===== config.mk =====
export PLATFORM = sky130hd
export DESIGN_NAME = vtp_queue
export DESIGN_NICKNAME = d
export VERILOG_FILES = /design/src/sv/vtp_pkg.sv /design/src/sv/vtp_queue.sv
export VERILOG_INCLUDE_DIRS = /design/src /design/src/sv
export SDC_FILE = /design/constraint.sdc
export NUM_CORES = 1
export LEC_CHECK = 0
export BUFFER_PORTS_ARGS = -buffer_cell sky130_fd_sc_hd__buf_2
export CAP_MARGIN = 20
export CORE_ASPECT_RATIO = 1.2
export CORE_MARGIN = 1
export CORE_UTILIZATION = 40
export CTS_BUF_LIST = sky130_fd_sc_hd__clkbuf_16
export DETAILED_ROUTE_END_ITERATION = 10
export PLACE_DENSITY = 0.56
export SYNTH_ARGS = -nofsm -noshare
export SYNTH_HDL_FRONTEND = slang
export SYNTH_SLANG_ARGS = --single-unit
export TNS_END_PERCENT = 10

===== constraint.sdc =====
create_clock -name clk_i -period 5.8 [get_ports clk_i]
set_clock_uncertainty 0.1 [all_clocks]
set_input_delay 0.58 -clock clk_i [delete_from_list [all_inputs] [get_ports clk_i]]
set_output_delay 0.58 -clock clk_i [all_outputs]
set_load 0.05 [all_outputs]

===== src/sv/vertex_transform_project_unit_macros.svh =====
// assertion macros for the vertex transform and projection unit
// used by vtp_queue and vtp_back, clock clk_i and reset rst_ni assumed
`ifndef VERTEX_TRANSFORM_PROJECT_UNIT_MACROS_SVH
`define VERTEX_TRANSFORM_PROJECT_UNIT_MACROS_SVH
`ifndef NO_ASSERTIONS
`define VTP_ASSERT(lbl, prop) \
  lbl: assert property (@(posedge clk_i) disable iff (!rst_ni) (prop)) \
    else $error("vtp assertion failed");
`define VTP_ASSERT_NEXT(lbl, pre, post) \
  lbl: assert property (@(posedge clk_i) disable iff (!rst_ni) (pre) |=> (post)) \
    else $error("vtp assertion failed");
`else
`define VTP_ASSERT(lbl, prop)
`define VTP_ASSERT_NEXT(lbl, pre, post)
`endif
`endif


===== src/sv/vtp_pkg.sv =====
// shared constants for the vertex transform and projection unit
// no dependencies
package vtp_pkg;
  localparam int unsigned FRAC_BITS_DEF = 16;
  localparam int unsigned NUM_REGS      = 8;
  localparam int unsigned IDX_W         = 3;
  localparam int unsigned REG_W         = 64;
  localparam int unsigned COORD_W       = 32;
  localparam int unsigned QUEUE_DEPTH   = 4;
  // quotient bits, one above the 32-bit result to catch overflow
  localparam int unsigned QUOT_BITS     = 33;

  typedef enum logic [IDX_W-1:0] {
    REG_ROW0_LEFT  = 3'd0,
    REG_ROW0_RIGHT = 3'd1,
    REG_ROW1_LEFT  = 3'd2,
    REG_ROW1_RIGHT = 3'd3,
    REG_ROW2_LEFT  = 3'd4,
    REG_ROW2_RIGHT = 3'd5,
    REG_ROW3_LEFT  = 3'd6,
    REG_ROW3_RIGHT = 3'd7
  } reg_idx_e;

  typedef struct packed {
    logic push;
    logic full;
  } q_push_t;

  typedef struct packed {
    logic pop;
    logic empty;
  } q_pop_t;
endpackage


===== src/sv/vtp_queue.sv =====
// short queue between the front and back ends
// depends on vtp_pkg and the assertion macro header
`include "vertex_transform_project_unit_macros.svh"
module vtp_queue #(
  parameter int unsigned WIDTH = 8,
  parameter int unsigned DEPTH = vtp_pkg::QUEUE_DEPTH
) (
  input  logic             clk_i,
  input  logic             rst_ni,
  input  vtp_pkg::q_push_t wr_i,
  input  logic [WIDTH-1:0] data_i,
  output logic             full_o,
  input  vtp_pkg::q_pop_t  rd_i,
  output logic             empty_o,
  output logic [WIDTH-1:0] data_o
);
  localparam int unsigned PW = (DEPTH > 1) ? $clog2(DEPTH) : 1;
  localparam int unsigned CNTW = $clog2(DEPTH + 1);

  logic [WIDTH-1:0] mem_q [DEPTH];
  logic [PW-1:0] wp_q, rp_q;
  logic [CNTW-1:0] cnt_q;
  logic push, pop;

  assign push    = wr_i.push;
  assign pop     = rd_i.pop && !empty_o;
  assign full_o  = (cnt_q == CNTW'(DEPTH));
  assign empty_o = (cnt_q == '0);
  assign data_o  = mem_q[rp_q];

  always_ff @(posedge clk_i) begin
    if (push) mem_q[wp_q] <= data_i;
  end

  always_ff @(posedge clk_i or negedge rst_ni) begin
    if (!rst_ni) begin
      wp_q  <= '0;
      rp_q  <= '0;
      cnt_q <= '0;
    end else begin
      if (push) wp_q <= (wp_q == PW'(DEPTH - 1)) ? '0 : wp_q + 1'b1;
      if (pop)  rp_q <= (rp_q == PW'(DEPTH - 1)) ? '0 : rp_q + 1'b1;
      if (push && !pop)      cnt_q <= cnt_q + 1'b1;
      else if (pop && !push) cnt_q <= cnt_q - 1'b1;
    end
  end

  `VTP_ASSERT(a_no_overflow, !(push && full_o))
  `VTP_ASSERT(a_count_bound, cnt_q <= CNTW'(DEPTH))
  `VTP_ASSERT_NEXT(a_push_fills, push && !pop, !empty_o)
endmodule


# Yosys cells after proc, flatten, opt, wreduce, memory -nomap -nowiden
# Memory sizes are Yosys's and may differ from the RTL's.
# Cells that the tools add are included.
# word_totals
reg_bits	7
ramBits	32
input_bits	14
output_inout_bits	10
wordCells	25
n_memories	1
# mem_list
memory	depth	width	read_ports	rd_ports_with_merged_regs	wr	line	rtl
mem_q	4	8	1	0	1	vtp_queue.sv:20	logic [WIDTH-1:0] mem_q [DEPTH];
# classes
n_addsub	4
eq_ne	3
mux	6
n_reduce_logical	8
# op_table
cell	count
3-bit two-way mux	2
2-bit by 1-bit adder with 2-bit output, second input constant	2
2-bit equality test, second input constant	2
2-bit two-way mux	2
3-bit by 1-bit adder with 3-bit output, second input constant	1
3-bit equality test, second input constant	1
1-bit logical AND	3
1-bit zero test	3
3-bit zero test	1
3-bit by 1-bit subtractor with 3-bit output, second input constant	1
1-bit two-way mux	2
2-bit nonzero test	1

# Logic depth before layout (Yosys ltp)
# depth
word_depth	6
mapped_depth	8
depth_no_buf	8

# Worst setup path after synthesis
# Ideal clock, no wire load.
# synth_path
path_kind	reg2reg
from	reg cnt_q[1]
to	reg cnt_q[2]
setup_time_ps	79
t_arrival_ps	2384
t_required_ps	5621
slack_ps	3237
path_stages_with_launch	9
path_buffers	0
synth_period_minus_slack_ps	2563
path_cell_list	dfrtp_1 nor3_2 nand2b_4 ha_1 inv_1 fa_1 xor2_1 nor2_1 xor2_1
# synth_via
elab_chain_len	6
elab_cells_between_ends	11
classes_between	add/sub (2); mux (2); reduce/logical (7)
# synth_lines
item	line	rtl
start, declared	vtp_queue.sv:22	logic [CNTW-1:0] cnt_q;
start signal, assigned	vtp_queue.sv:43	if (push && !pop) cnt_q <= cnt_q + 1'b1;
start signal, assigned	vtp_queue.sv:44	else if (pop && !push) cnt_q <= cnt_q - 1'b1;
3-bit zero test (*)	vtp_queue.sv:28	assign empty_o = (cnt_q == '0);
via empty_o	vtp_queue.sv:14	output logic empty_o,
1-bit zero test (*)	vtp_queue.sv:26	assign pop = rd_i.pop && !empty_o;
1-bit logical AND (*)	vtp_queue.sv:26	
1-bit zero test	vtp_queue.sv:43	
1-bit logical AND	vtp_queue.sv:43	
3-bit two-way mux / 2-bit nonzero test (equally long branches)	--	
# The timed path passes the listed nets; every way through them passes the cells marked *. The select of a mux whose other input is x is not followed.
# A chain may end at the register's enable or synchronous reset.

# Worst setup path in the final report
# layout_path
from	reg rp_q[0]
to	out data_o[1]
# layout_via
elab_chain_len	1
# layout_lines
item	line	rtl
start, declared	vtp_queue.sv:21	logic [PW-1:0] wp_q, rp_q;
start signal, assigned	vtp_queue.sv:42	if (pop) rp_q <= (rp_q == PW'(DEPTH - 1)) ? '0 : rp_q + 1'b1;
memory read 4 x 8 bit	--	
end, declared	vtp_queue.sv:15	output logic [WIDTH-1:0] data_o
# Every way passes these cells.

==> results.toml <==
[run_status]
outcome = "finished clean"

[finish]
areaGrowthSynthToFinish_pct = 18.3
num-nets-final = 126
fin_cells = 158
post-route-util_pct = 50.6
n_antenna_cell = 0
layout_common_cells = "edfxtp_1, buf_2, mux4_2"
drive_gt1_share_pct = 37.7
final_common_cell = "edfxtp_1"

[floorplan]
io_pins = 24
fp.dieW_um = 59.6
start_util_pct = 42.8
die_h_um = 71.1
fp.dieArea_sq_mm = 0.00424
num_rows = 24
core_sq_mm = 0.00372

[routing]
remaining_drc_errors = 0
vias = 766
antenna_left = 0
drt_pass1_iterations = 4
drt_wl_total_um = 2430
vias_per_cell = 4.85
drt_iter0_drc = 25
post_drt_wl_per_cell_um = 15.4

[setup_path]
crit_type = "reg2out"
timing.rr.start = "cnt_q[1]"
cp_cell_sequence = "mux4_2, buf_2"
r2r_end = "cnt_q[2]"
crit_path_end_kind = "output pin"
r2r_setup_slack_ns = 3.75
slowest_stage = "dfrtp_1"
worstPathMaxFanout = 11
critPathBufInv = 1
crit_path_start_kind = "register"
cp.depth = 2
ff2ff_path_depth = 8
crit_required_ns = 5.12
worstPathArrival_ns = 1.83
max_stage_delay_ns = 0.74
cp_top_family = "flip-flops"

[placement]
dpl.cell_count = 150
hpwl_um = 1690
io_buffers = 21
gp_congestion = 0.654
dp_slack_ns = 3.53

[timing]
final.period_utilization_pct = 43.3
finalSetupViolCount = 0
relSlewSlack_pct = 58.2
hold_ws_ns = 0.0338
setup_slack_ns = 3.29
min_period_ns = 2.51
rsz0062_at_grt = "no"
hold_viol_final = 0
slew_viol_final = 0
fin_tns_setup_ns = 0
fmax_mhz = 398
tightest_slew_ns = 0.627

[cts]
root_buffer = "clkbuf_16"
cts_inserted_buffers = 5
cts_buffer_depth = 2
clock_sinks = 39
post_cts_buffers = 0
cts_tree = "built"
clk_transition_reported_paths_ns = 0.05
h-tree-depth = 2
post_cts_resize_count = 0
clk_latency_ns = 0.27
cts_hold_buf = 0

[pwr]
power_density_mw_per_mm2 = 561
p_int_uw = 666
p_leak_nw = 0.715
p_seq_share_pct = 40.8
combPwrFrac_pct = 35.5
p_sw_uw = 390
vdd_ir_drop_max_mv = 0.180
switching_share_pct = 36.9
power_frac_clock_pct = 23.7

[logic_synthesis]
avgSynthCellArea_sq_um = 20.2
synth.yosys.seq_area_share_pct = 71.3
synth_cells = 79
synth_cell_types = 20
syn-num-nets = 100
synth-seq-cells = 39
synth_warnings = 0
syn_area_sq_mm = 0.00159
netlist_top_cells_area = "edfxtp_1, mux4_2, dfrtp_1"
synth_top_cell_by_area = "edfxtp_1"
yosysTopAreaCellShare_pct = 60.3

[global_routing]
grt_pass1_vias = 807
antenna_found_initial = 0
grt_pass1_wl_um = 3910
grt_usage_pct = 13.7
grt_overflow = 0
grt_max_degree = 13

[flow_run]
max_cap_violations = 0

[hold_path]
worst_hold_path_type = "in2async"
==> final cells by class <==
type / instances / area [sq um]
clock buffers: 5 / 125
clock inverters: 3 / 12.5
fillers: 342 / 1840
inverters: 4 / 15.0
multi-input cells: 34 / 425
flip-flops and latches: 39 / 1140
well taps: 52 / 65.1
repair buffers: 21 / 105
==> cell families (layout without fill, tap and decap cells) <==
family / Yosys count / count (layout) / share of synthesized area (%)
adders and majority gates: 7 / 7 / 5.97
AOI/OAI and AO/OA: 2 / 2 / 0.628
DFF: 39 / 39 / 71.3
and+or+nand+nor: 11 / 11 / 4.56
xor gates and xnor gates: 3 / 3 / 1.65
muxes: 11 / 11 / 13.9
buffers and inverters: 6 / 33 / 1.96
==> power groups by stage <==
stage | sequential (mW) | combinational [mW] | clock [mW]
after global routing | 0.445 | 0.404 | 0.267
after floorplan | 0.399 | 0.345 | 0
final | 0.432 | 0.375 | 0.250
after CTS | 0.436 | 0.381 | 0.255
after detailed placement | 0.441 | 0.381 | 0
after global placement | 0.436 | 0.373 | 0
==> flip-flops by register name, summed over array words and instances (netlist names) <==
| name | count |
|---|---|
| mem_q | 32 |
| cnt_q | 3 |
| wp_q | 2 |
| rp_q | 2 |
==> worst max path at each step <==
stage / startpoint / to / slack (ns)
2_1_floorplan: cnt_q[1] / cnt_q[2] / 3.24
3_3_place_gp: rp_q[0] / data_o[5] / 3.54
3_5_place_dp: rp_q[0] / data_o[5] / 3.53
4_1_cts: rp_q[0] / data_o[5] / 3.24
5_1_grt: rp_q[0] / data_o[5] / 3.16
6_report: rp_q[0] / data_o[1] / 3.29
==> synth_stat cells <==
cell      instances
and2_1            4
buf_6             1
clkbuf_2          1
dfrtp_1           7
edfxtp_1         32
fa_1              1
ha_1              6
inv_1             4
mux2_2            1
mux2_4            2
mux4_2            8
nand2_1           1
nand2b_4          1
nand3_1           1
nor2_1            2
nor3_2            1
nor3b_1           1
o21ai_0           2
xnor2_1           1
xor2_1            2
==> worst reg2reg max path, cell delays in order, from the launching register on <==
cell	delay [ns]
dfrtp_1	0.43
nor3_2	0.23
nand2b_4	0.19
ha_1	0.18
inv_1	0.06
fa_1	0.37
xor2_1	0.15
nor2_1	0.12
xor2_1	0.15
==> routing by layer <==
layer	part of all wire (%)	vias up	track usage, %
met3	5.2	4	6.22
li1	-	353	-
met1	42	391	16.2
met2	51	18	21.8
met5	0	-	0
met4	1.6	0	4.65
==> through the flow <==
stage	power [mW]	instance area (sq um)
after floorplan	0.744	1590
after global placement	0.809	1750
after detailed placement	0.822	1750
after CTS	1.07	1880
after global routing	1.12	1880
final	1.06	1880
Note: power is estimated with default switching activity, not from simulation.
